==> config.mk <==
export PLATFORM = sky130hd
export DESIGN_NAME = aie_ctrl
export DESIGN_NICKNAME = d
export VERILOG_FILES = /design/src/sv/aie_pkg.sv /design/src/sv/aie_ctrl.sv
export SDC_FILE = /design/constraint.sdc
export NUM_CORES = 1
export LEC_CHECK = 0
export BUFFER_PORTS_ARGS = -buffer_cell sky130_fd_sc_hd__buf_2
export CAP_MARGIN = 20
export CORE_AREA = 3 3 40 42
export CTS_BUF_LIST = sky130_fd_sc_hd__clkbuf_8 sky130_fd_sc_hd__clkbuf_16
export CTS_CLUSTER_SIZE = 40
export DETAILED_ROUTE_END_ITERATION = 8
export DIE_AREA = 0 0 43 45
export SLEW_MARGIN = 20
export SYNTH_ARGS = -nofsm -noshare
export SYNTH_HDL_FRONTEND = slang
export SYNTH_SLANG_ARGS = --single-unit
==> constraint.sdc <==
create_clock -name clk -period 2.3 [get_ports clk]
set_input_delay 0.115 -clock clk [delete_from_list [all_inputs] [get_ports clk]]
set_output_delay 0.115 -clock clk [all_outputs]
set_load 0.02 [all_outputs]
==> src/sv/aie_pkg.sv <==
// package: opcodes, controller states and control/status structs
package aie_pkg;

	localparam logic [6:0] OP_READ  = 7'h10;
	localparam logic [6:0] OP_WRITE = 7'h11;
	localparam logic [6:0] OP_LOAD  = 7'h20;
	localparam logic [6:0] OP_STORE = 7'h21;
	localparam logic [6:0] OP_ADD   = 7'h30;
	localparam logic [6:0] OP_SUB   = 7'h31;
	localparam logic [6:0] OP_DIV   = 7'h32;
	localparam logic [6:0] OP_MUL   = 7'h33;
	localparam logic [6:0] OP_JMP   = 7'h40;
	localparam logic [6:0] OP_JNEG  = 7'h41;
	localparam logic [6:0] OP_JZ    = 7'h42;
	localparam logic [6:0] OP_HALT  = 7'h43;
	localparam logic [6:0] OP_JPOS  = 7'h55;
	localparam logic [6:0] OP_MOVE  = 7'h73;

	localparam logic [31:0] MAG_LIMIT = 32'h0000_FFFF;

	typedef enum logic [3:0] {
		ST_IDLE,
		ST_CLEAR,
		ST_RD1,
		ST_RD2,
		ST_EXEC,
		ST_MUL,
		ST_DIV,
		ST_DIVFIN,
		ST_MOVE2,
		ST_FIN,
		ST_OUT
	} state_t;

	typedef struct packed {
		logic latch;
		logic clr_step;
		logic rd_opd;
		logic rd_ptr;
		logic exec;
		logic mul_start;
		logic mul_fin;
		logic div_start;
		logic div_step;
		logic div_fin;
		logic move_wr;
		logic fin;
	} ctl_t;

	typedef struct packed {
		logic clr_done;
		logic div_done;
		logic div_by_zero;
		logic move_ok;
		logic mul_op;
		logic div_op;
		logic move_op;
	} sts_t;

endpackage

==> src/sv/aie_ctrl.sv <==
// controller state machine sequencing reads, arithmetic and result hand-off
module aie_ctrl (
	input  logic          clk,
	input  logic          arst_n,
	input  logic          in_fire,
	input  logic          out_fire,
	input  aie_pkg::sts_t sts,
	output aie_pkg::ctl_t ctl,
	output logic          busy,
	output logic          res_valid
);
	import aie_pkg::*;

	state_t state_q, state_d;

	always_ff @(posedge clk or negedge arst_n) begin
		if (!arst_n) state_q <= ST_CLEAR;
		else state_q <= state_d;
	end

	always_comb begin
		state_d = state_q;
		unique case (state_q)
			ST_CLEAR:  if (sts.clr_done) state_d = ST_IDLE;
			ST_IDLE:   if (in_fire) state_d = ST_RD1;
			ST_RD1:    state_d = ST_RD2;
			ST_RD2:    state_d = ST_EXEC;
			ST_EXEC: begin
				if (sts.mul_op) state_d = ST_MUL;
				else if (sts.div_op && !sts.div_by_zero) state_d = ST_DIV;
				else if (sts.move_op && sts.move_ok) state_d = ST_MOVE2;
				else state_d = ST_FIN;
			end
			ST_MUL:    state_d = ST_FIN;
			ST_DIV:    if (sts.div_done) state_d = ST_DIVFIN;
			ST_DIVFIN: state_d = ST_FIN;
			ST_MOVE2:  state_d = ST_FIN;
			ST_FIN:    state_d = ST_OUT;
			ST_OUT:    if (out_fire) state_d = ST_IDLE;
			default:   state_d = ST_IDLE;
		endcase
	end

	always_comb begin
		ctl = '0;
		busy = 1'b1;
		res_valid = 1'b0;
		unique case (state_q)
			ST_CLEAR: ctl.clr_step = 1'b1;
			ST_IDLE: begin
				busy = 1'b0;
				ctl.latch = in_fire;
			end
			ST_RD1:   ctl.rd_opd = 1'b1;
			ST_RD2: ;
			ST_EXEC: begin
				ctl.exec = 1'b1;
				ctl.mul_start = sts.mul_op;
				ctl.div_start = sts.div_op && !sts.div_by_zero;
				ctl.rd_ptr = sts.move_op && sts.move_ok;
			end
			ST_MUL:    ctl.mul_fin = 1'b1;
			ST_DIV:    ctl.div_step = 1'b1;
			ST_DIVFIN: ctl.div_fin = 1'b1;
			ST_MOVE2:  ctl.move_wr = 1'b1;
			ST_FIN:    ctl.fin = 1'b1;
			ST_OUT:    res_valid = 1'b1;
			default: ;
		endcase
	end

	assert property (@(posedge clk) disable iff (!arst_n)
		in_fire |=> state_q == ST_RD1)
		else $error("accepted request did not start a read");
	assert property (@(posedge clk) disable iff (!arst_n)
		(state_q == ST_OUT && !out_fire) |=> state_q == ST_OUT)
		else $error("result dropped before hand-off");
	assert property (@(posedge clk) disable iff (!arst_n)
		ctl.fin |=> res_valid)
		else $error("finish not followed by result");
endmodule

# --- Word level (Yosys, flattened, before mapping) ---
# Index checks and enable logic that the tools add are counted.
classes:
  n_eq_ne: 14
  muxes: 20
  reduce_logical: 6
op_table:
  columns: ["operator", "count"]
  rows:
  - ["$pmux 4 s9", 1]
  - ["$mux 4", 6]
  - ["$eq 4x3->1 const B", 4]
  - ["$eq 4x4->1 const B", 3]
  - ["$mux 1", 12]
  - ["$eq 4x2->1 const B", 2]
  - ["$ne 2x2->1 const B", 4]
  - ["$eq 4x1->1 const B", 1]
  - ["$logic_not 4->1", 1]
  - ["$reduce_and 4->1", 1]
  - ["$mux 3", 1]
  - ["$reduce_or 3->1", 1]
  - ["$logic_and 1x1->1", 2]
  - ["$logic_not 1->1", 1]
word_totals:
  inputBits: 11
  regBits: 4
  output_inout_bits: 14

# --- Longest topological paths before layout ---
# Gate-level depths: netlist of the first run.
logic_depth:
  depth_word: 5
  ltp_mapped: 5
  ltp_nobuf: 4

# --- Worst setup path after synthesis of the first run ---
# OpenSTA, ideal clock, no wires.
synth_timing:
  path_type: "reg2reg"
  start: "register state_q[0]"
  end: "register state_q[0]"
  path_stages_with_launch: 5
  setup_slack_ns: 0.912
  period_less_slack_ns: 1.388
  setup_ns: 0.072
  arrival_ns: 1.316
  n_path_buf: 0
  required_ns: 2.228
  cell_sequence: "dfstp_2 nand2b_1 nor3_1 nand2b_1 o21ai_1"
synth_via:
  elab_chain_len: 3
  word_cells_on_any_way: 18
  classes_between: "14 x eq/ne; 1 x mux; 3 x reduce/logical"
synth_rtl:
  columns: ["item", "line", "rtl"]
  rows:
  - ["start, declared", "aie_ctrl.sv:14", "state_t state_q, state_d;"]
  - ["start signal, assigned", "aie_ctrl.sv:18", "else state_q <= state_d;"]
  - ["$eq 4x4->1, or another cell as far along", "aie_ctrl.sv:23", "unique case (state_q)"]
  - ["$reduce_or 3->1 (no source line) or $ne 2x2->1 (tied branches)", null, null]
  - ["$pmux 4 s9 or $reduce_and 4->1 (tied branches)", null, null]
# Several ways; a longest one is shown, not always the timed one.
# A chain may end at the register's enable or synchronous reset.

==> results.toml, run 1 <==
[cts]
htree_levels = 1
post_cts_buffers = 0
cts_resized = 0
cts_tree = "built"
cts_hold_buf = 1
clkTransAtPathRegs_ns = 0.03
max-clock-path-buffers = 2
cts.sinks = 4
numCtsBuffers = 3
cts-root-buf = "clkbuf_8"
insertion_delay_ns = 0.22

[global_route]
grt_pass1_wl_mm = 1.869
grt_overflow = 0
grt_usage_pct = 12.44
grt_start_max_net_pins = 15
antenna_found_initial = 0
grt_pass1_vias = 439

[placement]
placed_cells = 92
dp_hpwl_um = 823.5
port_buffers = 24
gp_congestion = 0.7361

[die]
rows = 13
start_util_pct = 35.35
core-area_um2 = 1285
dieHeight_um = 45
num_io_pins = 25
die_x_um = 43
die-area_um2 = 1935

[detailed_routing]
routedWlPerCell_um = 11.53
drt_iter0_drc = 5
routed-via-count = 472
routed_wl_mm = 1.118
via_per_inst = 4.866
firstDrtPassIters = 3
drtAntennaViolNets = 0
drc = 0

[yosys]
ys_warn_count = 0
synthDistinctLibCells = 28
syn_area_um2 = 454.2
synth.area.top_cells = "dfrtp_1 (17%), nor2_1 (7.4%), nand2b_1 (6.9%), dfstp_2 (5.8%), buf_6 (5.0%)"
post_synth_inst_count = 57
ys_seq_elements = 4
syn_nets = 68
avgSynthCellArea_um2 = 7.968
synth.largest_area_cell = "dfrtp_1"
ys_seq_area_share_pct = 22.31
yosysTopAreaCellShare_pct = 16.53

[final_layout]
layout-drive-gt1-share_pct = 45.12
layout_commonest_cell = "buf_2"
regMostFlops = "state_q"
diodes = 0
area_delta_synth_final_pct = 33.06
final_nets = 94
fillers = 137
final_cell_mix = "buf_2 (24), nor2_1 (9), nand2b_1 (5), nand2_1 (5)"
reg_top3 = "state_q x4"
largest_reg_flops = 4
final_cell_count_no_fill = 97

[sta]
rsz0062_at_grt = "no"
timing.final.crit_period_ns = 1.595
maxSlewHeadroom_pct = 78.45
max_freq_mhz = 627.0
period_share_pct = 69.34
finalSetupTns_ns = 0
slew_viol_final = 0
setup_viol = 0
fin_skew_ns = 0.001020
finalHoldViolations = 0
tightest_slew_ns = 0.3232

[pwr]
power.leakage_nw = 0.3203
max-vdd-ir-drop_v = 0.0003590
power_density_nw_per_um2 = 1284

[worst_setup_path]
cp.arrival_ns = 1.48
endpoint_kind = "output pin"
crit_path_start_kind = "flop"
criticalPathCategory = "reg -> out"
required_ns = 2.18
path_max_fanout = 11

[flow_run]
cap_violations = 0

[run_status]
status = "complete, no violations"

[hold_path]
hold_path.class = "in -> reg"
[critical path, stage by stage (launching register included)]
cell	delay (ns)
dfrtp_1	0.52
or2b_2	0.39
nor3_1	0.16
buf_2	0.19
[power by group]
part | total [mW] | switching (mW) | internal, mW
sequential | 0.198 | 0.0888 | 0.109
combinational | 0.427 | 0.236 | 0.191
clock | 0.151 | 0.0375 | 0.114
[metal layers]
layer	share of wire, %	track usage [%]	vias up	wire length (um)
met3	6.2	1.195	2	69
met4	1.7	5.422	0	19
met5	0	0	-	0
met2	43	20.96	19	481
met1	49	16.26	204	547
li1	-	-	247	-
[cells by family (layout without fill, tap and decap cells)]
kind of cell / after synthesis / count (layout) / share of synthesized area [%]
and+or+nand+nor: 34 / 34 / 41.87
DFF: 4 / 4 / 22.31
muxes: 2 / 2 / 4.683
buffers and inverters: 5 / 30 / 10.47
AOI/OAI and AO/OA: 11 / 11 / 18.73
xor gates and xnor gates: 1 / 1 / 1.929
[layout make-up]
| type | count | area (um^2) | share of cell area [%] |
|---|---|---|---|
| clock buffers | 3 | 41.29 | 6.832 |
| clock inverters | 1 | 3.754 | 0.6211 |
| inverters | 1 | 3.754 | 0.6211 |
| multi-input cells | 48 | 305.3 | 50.52 |
| flip-flops and latches | 4 | 101.3 | 16.77 |
| well taps | 15 | 18.77 | 3.106 |
| repair buffers | 25 | 130.1 | 21.53 |
[cell usage after synthesis, drive strengths merged]
| master | instances |
|---|---|
| and2b | 2 |
| buf | 3 |
| inv | 1 |
| clkbuf | 1 |
| nand2 | 5 |
| a221o | 1 |
| nor2 | 9 |
| xor2 | 1 |
| a21oi | 2 |
| o22a | 2 |
| or4 | 1 |
| or2b | 2 |
| and3 | 3 |
| nand2b | 5 |
| mux2i | 1 |
| a211oi | 2 |
| nor2b | 1 |
| nor3 | 3 |
| o22ai | 1 |
| nand3b | 3 |
| mux2 | 1 |
| dfrtp | 3 |
| dfstp | 1 |
| o21ai | 3 |
[stage by stage]
step           util (%)  cell area, um^2  hold slack (ns)  setup slack, ns  total power [mW]
5_1_grt           47.03            604.3           0.1840           0.5677            0.8418
2_1_floorplan         -            454.2          -0.1806           0.9118            0.5591
3_3_place_gp      42.75            549.3         -0.07841           0.8395            0.6233
6_report          47.03            604.3           0.1430           0.7051            0.7759
3_5_place_dp      42.75            549.3         -0.07908           0.8328            0.6240
4_1_cts           47.03            604.3           0.1488           0.6965            0.7806
[worst paths after layout]
path                                         from                      to  slack (ns)  cells after the start
setup / recovery           state_q[1]$_DFFE_PN0P_                  ctl[9]        0.71                      3
hold / removal                             sts[6]  state_q[0]$_DFFE_PN1P_        0.14                      3
setup reg to reg           state_q[0]$_DFFE_PN1P_  state_q[1]$_DFFE_PN0P_        0.82                      4
hold reg to reg            state_q[3]$_DFFE_PN0P_  state_q[2]$_DFFE_PN0P_        0.64                      1
max in group asynchronous                  arst_n  state_q[0]$_DFFE_PN1P_        1.86                      2
min in group asynchronous                  arst_n  state_q[1]$_DFFE_PN0P_        0.24                      2
Power figures use the tool's default switching activity.
==> run 2: changes to the inputs <==
--- a/config.mk
+++ b/config.mk
@@ -12,6 +12,7 @@
 export CTS_CLUSTER_SIZE = 40
 export DETAILED_ROUTE_END_ITERATION = 8
 export DIE_AREA = 0 0 43 45
+export PLACE_DENSITY = 0.67
 export SLEW_MARGIN = 20
 export SYNTH_ARGS = -nofsm -noshare
 export SYNTH_HDL_FRONTEND = slang
==> constraint.sdc (replaced) <==
create_clock -name clk -period 1.4 [get_ports clk]
set_input_delay 0.07 -clock clk [delete_from_list [all_inputs] [get_ports clk]]
set_output_delay 0.07 -clock clk [all_outputs]
set_load 0.02 [all_outputs]
==> results.toml, run 2 (synthesis results as in run 1) <==
[sta]
slew_viol_final = 0
holdWs_ns = 0.1574
timing.final.crit_period_ns = 1.455
tightest_slew_ns = 0.2621
max_freq_mhz = 687.5
maxSlewHeadroom_pct = 82.42
finalSetupTns_ns = -0.09449
rsz0062_at_grt = "yes"
fin_skew_ns = 0.002124
period_share_pct = 103.9
setup_ws_ns = -0.05452
finalHoldViolations = 0
setup_viol = 4

[global_route]
antenna_found_initial = 0
met3_usage_pct = 2.390
grt_start_max_net_pins = 12
use_met2_pct = 26.05
use_met1_pct = 16.87
top_usage_layer = "met2"
grt_pass1_wl_mm = 2.139
grt_pass1_vias = 538
grt_usage_pct = 15.06
grt_overflow = 0

[worst_setup_path]
cp.arrival_ns = 1.59
slowest_delay_ns = 0.63
worst-path-buf-inv = 0
path_max_fanout = 8
required_ns = 1.54
crit_chain = "and2b_2, a211oi_2, nand2_1, o22ai_2"
crit_slowest_cell = "dfstp_2"
criticalPathCategory = "reg -> reg"
path_delay_family = "flip-flops"
endpoint_kind = "flop"
crit_path_start_kind = "flop"

[placement]
placed_cells = 99
port_buffers = 24
gp_congestion = 0.8365
dp_hpwl_um = 967.1

[cts]
clkTransAtPathRegs_ns = 0.03
cts-root-buf = "clkbuf_8"
htree_levels = 1
insertion_delay_ns = 0.22
max-clock-path-buffers = 2
cts.sinks = 4
cts_tree = "built"
numCtsBuffers = 3

[pwr]
swShare_pct = 42.35
switchingPower_mw = 0.8015
power.leakage_nw = 0.4164
seq_power_share_pct = 15.4
clkPwrFrac_pct = 13.4
max-vdd-ir-drop_v = 0.001085
intPower_mw = 1.091
pwr-share-comb_pct = 71.2
power_density_nw_per_um2 = 2231
finalPower_mw = 1.892

[final_layout]
layout_commonest_cell = "buf_4"
largest_reg_flops = 4
final_cell_count_no_fill = 113
reg_top3 = "state_q x4"
regMostFlops = "state_q"
multi_input_area_um2 = 371.6
layout-drive-gt1-share_pct = 68.37
fillers = 116
final_nets = 110
diodes = 0
area_delta_synth_final_pct = 86.78
final_cell_mix = "buf_4 (18), buf_2 (14), buf_6 (8)"
fin_util_pct = 66.02
regArea_um2 = 103.9

[run_status]
status = "finished with violations"
violations = "negative setup slack"

[detailed_routing]
drt_iter0_drc = 8
firstDrtPassIters = 4
drtAntennaViolNets = 0
drc = 0
routedWlPerCell_um = 13.84
via_per_inst = 5.319
routed_wl_mm = 1.564
routed-via-count = 601

[flow_run]
cap_violations = 0

[hold_path]
hold_path.class = "in -> reg"

[die]
rows = 13
start_util_pct = 35.35
die_x_um = 43
num_io_pins = 25
die-area_um2 = 1935
dieHeight_um = 45
core-area_um2 = 1285
run 2: power by group through the flow:
stage	combinational, mW	sequential [mW]	clock [mW]
2_1_floorplan	0.713	0.205	0
3_3_place_gp	0.872	0.266	0
3_5_place_dp	0.874	0.272	0
4_1_cts	0.996	0.266	0.257
5_1_grt	1.47	0.300	0.269
6_report	1.35	0.291	0.254
run 2: metrics by stage:
| step | worst slack (ns) | area, um^2 |
|---|---|---|
| CTS | -0.05428 | 699.4 |
| detailed placement | 0.03657 | 601.8 |
| global placement | 0.06764 | 601.8 |
| global route | -0.1374 | 848.3 |
| floorplan | 0.01183 | 454.2 |
| finish | -0.05452 | 848.3 |
run 2: timing repair:
action                                  4_1_cts  5_1_grt
gates resized for setup                       7       32
hold buffers                                  1        0
pin swaps                                     0        6
endpoints found under the hold margin         4        0
endpoints found under the setup margin       11       13
buffers inserted                              3        6
run 2: path summary, 6_finish.rpt:
check	from	to	slack, ns	depth (start not counted)
worst max-delay path	state_q[0]$_DFFE_PN1P_	state_q[1]$_DFFE_PN0P_	-0.05	4
worst min register to register	state_q[3]$_DFFE_PN0P_	state_q[2]$_DFFE_PN0P_	0.66	2
worst max register to register	state_q[0]$_DFFE_PN1P_	state_q[1]$_DFFE_PN0P_	-0.05	4
max in group asynchronous	arst_n	state_q[0]$_DFFE_PN1P_	1.01	2
worst min-delay path	sts[6]	state_q[0]$_DFFE_PN1P_	0.16	3
min in group asynchronous	arst_n	state_q[2]$_DFFE_PN0P_	0.18	2
run 2: worst reg2reg max path, delay by kind of cell, from the launching register on:
kind               cells  cell delay [ns]
and+or+nand+nor        2             0.36
DFF                    1             0.63
AOI/OAI and AO/OA      2             0.39
run 2: cell type report:
class / count / share of cell area, %
clock inverter: 1 / 0.4425
timing repair buffer: 41 / 35.99
inverter: 1 / 0.4425
sequential: 4 / 12.24
clock buffer: 3 / 4.867
multi-input combinational: 48 / 43.81
tap: 15 / 2.212
run 2: layer usage:
layer	vias up	wire length, um
li1	286	-
met2	42	750
met3	9	112
met4	0	70
met5	-	0
met1	264	631
==> run 3: changes to the inputs <==
==> constraint.sdc (replaced) <==
create_clock -name clk -period 1.17 [get_ports clk]
set_input_delay 0.0585 -clock clk [delete_from_list [all_inputs] [get_ports clk]]
set_output_delay 0.0585 -clock clk [all_outputs]
set_load 0.02 [all_outputs]
==> results.toml, run 3 (synthesis results as in run 1) <==
[run_status]
status = "finished with violations"
violations = "negative setup slack"

[worst_setup_path]
slowest_delay_ns = 0.49
crit_chain = "buf_6, or4_1, o21ai_1, nand2_1, o22ai_2"
endpoint_kind = "flop"
crit_path_start_kind = "flop"
path_max_fanout = 4
required_ns = 1.31
cp.arrival_ns = 1.58
criticalPathCategory = "reg -> reg"
crit_slowest_cell = "or4_1"

[detailed_routing]
routedWlPerCell_um = 13.54
routed_wl_mm = 1.598
drc = 0
routed-via-count = 579
firstDrtPassIters = 4
via_per_inst = 4.907
drtAntennaViolNets = 0
drt_iter0_drc = 5

[cts]
numCtsBuffers = 3
clkTransAtPathRegs_ns = 0.04
insertion_delay_ns = 0.22
cts-root-buf = "clkbuf_8"
cts.sinks = 4
htree_levels = 1
max-clock-path-buffers = 2
cts_tree = "built"

[global_route]
grt_pass1_wl_mm = 2.573
grt_start_max_net_pins = 8
grt_pass1_vias = 583
grt_overflow = 0
antenna_found_initial = 0
grt_usage_pct = 17.79

[placement]
dp_slack_ns = -0.1842
gp_congestion = 0.8457
port_buffers = 24
dp_hpwl_mm = 1.069

[sta]
setup_ws_ns = -0.2727
finalSetupTns_ns = -3.190
period_share_pct = 123.3
fin_skew_ns = 0.006826
timing.final.crit_period_ns = 1.443
max_freq_mhz = 693.1
rsz0062_at_grt = "yes"
maxSlewHeadroom_pct = 82.86
setup_viol = 18
slew_viol_final = 0
tightest_slew_ns = 0.2556
finalHoldViolations = 0

[flow_run]
cap_violations = 0

[pwr]
power_density_nw_per_um2 = 2607
finalPower_mw = 2.524
power.leakage_nw = 0.4552
max-vdd-ir-drop_v = 0.001325

[hold_path]
hold_path.class = "in -> reg"

[final_layout]
layout_commonest_cell = "buf_4"
fillers = 91
regMostFlops = "state_q"
final_nets = 115
area_delta_synth_final_pct = 113.2
layout-drive-gt1-share_pct = 74.76
diodes = 0
largest_reg_flops = 4
final_cell_mix = "buf_4 (20), buf_6 (14), buf_2 (11)"
reg_top3 = "state_q x4"
fin_util_pct = 75.37

[die]
num_io_pins = 25
core-area_um2 = 1285
rows = 13
dieHeight_um = 45
start_util_pct = 35.35
die_x_um = 43
die-area_um2 = 1935
## run 3: cell count changes in the layout (fill, tap and decap cells not counted), sizes merged
cell  change
buf       +5
## run 3: where the power goes
| part | internal [mW] | switching, mW |
|---|---|---|
| clock | 0.224 | 0.0765 |
| combinational | 1.00 | 0.898 |
| sequential | 0.222 | 0.101 |
| total | 1.45 | 1.08 |
## run 3: critical path: cells and delay by family, from the launching register on
family	cells	cell delay, ns
buffers and inverters	1	0.12
and+or+nand+nor	2	0.58
AOI/OAI and AO/OA	2	0.28
DFF	1	0.39
## run 3: area by class of cell
class / instances / area, um^2 / share of cell area, %
Clock inverter: 1 / 3.754 / 0.3876
Tap cell: 15 / 18.77 / 1.938
Clock buffer: 3 / 41.29 / 4.264
Inverter: 1 / 3.754 / 0.3876
Sequential cell: 4 / 105.1 / 10.85
Multi-Input combinational cell: 48 / 422.9 / 43.67
Timing Repair Buffer: 46 / 372.9 / 38.50
## run 3: path summary, 6_finish.rpt
check / start / endpoint / slack (ns) / cells past startpoint
min in group asynchronous: arst_n / state_q[1]$_DFFE_PN0P_ / 0.18 / 2
setup / recovery: state_q[0]$_DFFE_PN1P_ / state_q[1]$_DFFE_PN0P_ / -0.27 / 5
hold / removal: sts[6] / state_q[0]$_DFFE_PN1P_ / 0.15 / 3
max in group asynchronous: arst_n / state_q[0]$_DFFE_PN1P_ / 0.78 / 2
setup reg to reg: state_q[0]$_DFFE_PN1P_ / state_q[1]$_DFFE_PN0P_ / -0.27 / 5
hold reg to reg: state_q[1]$_DFFE_PN0P_ / state_q[2]$_DFFE_PN0P_ / 0.62 / 2
## run 3: through the flow
stage,hold slack (ns),area (um^2),cells
floorplan,-0.2371,470.5,57
global placement,-0.1309,659.4,105
detailed placement,-0.1307,659.4,105
CTS,0.1220,887.1,117
global route,0.1489,968.4,118
finish,0.1454,968.4,118
## run 3: timing repair
| action | in CTS | in global routing |
|---|---|---|
| pin swaps | 5 | 5 |
| setup endpoints to repair | 17 | 18 |
| hold buffers | 1 | 0 |
| setup buffers | 7 | 1 |
| endpoints found under the hold margin | 4 | 0 |
| gates resized for setup | 36 | 18 |
## run 3: per-layer routing
metal / vias up / part of all wire, % / global-route usage (%) / routed length, um
met5: - / 0 / 0 / 0
met4: 0 / 2.4 / 5.422 / 38
met3: 4 / 5.0 / 3.984 / 80
met2: 25 / 54 / 33.83 / 861
met1: 262 / 39 / 19.71 / 617
li1: 288 / - / - / -
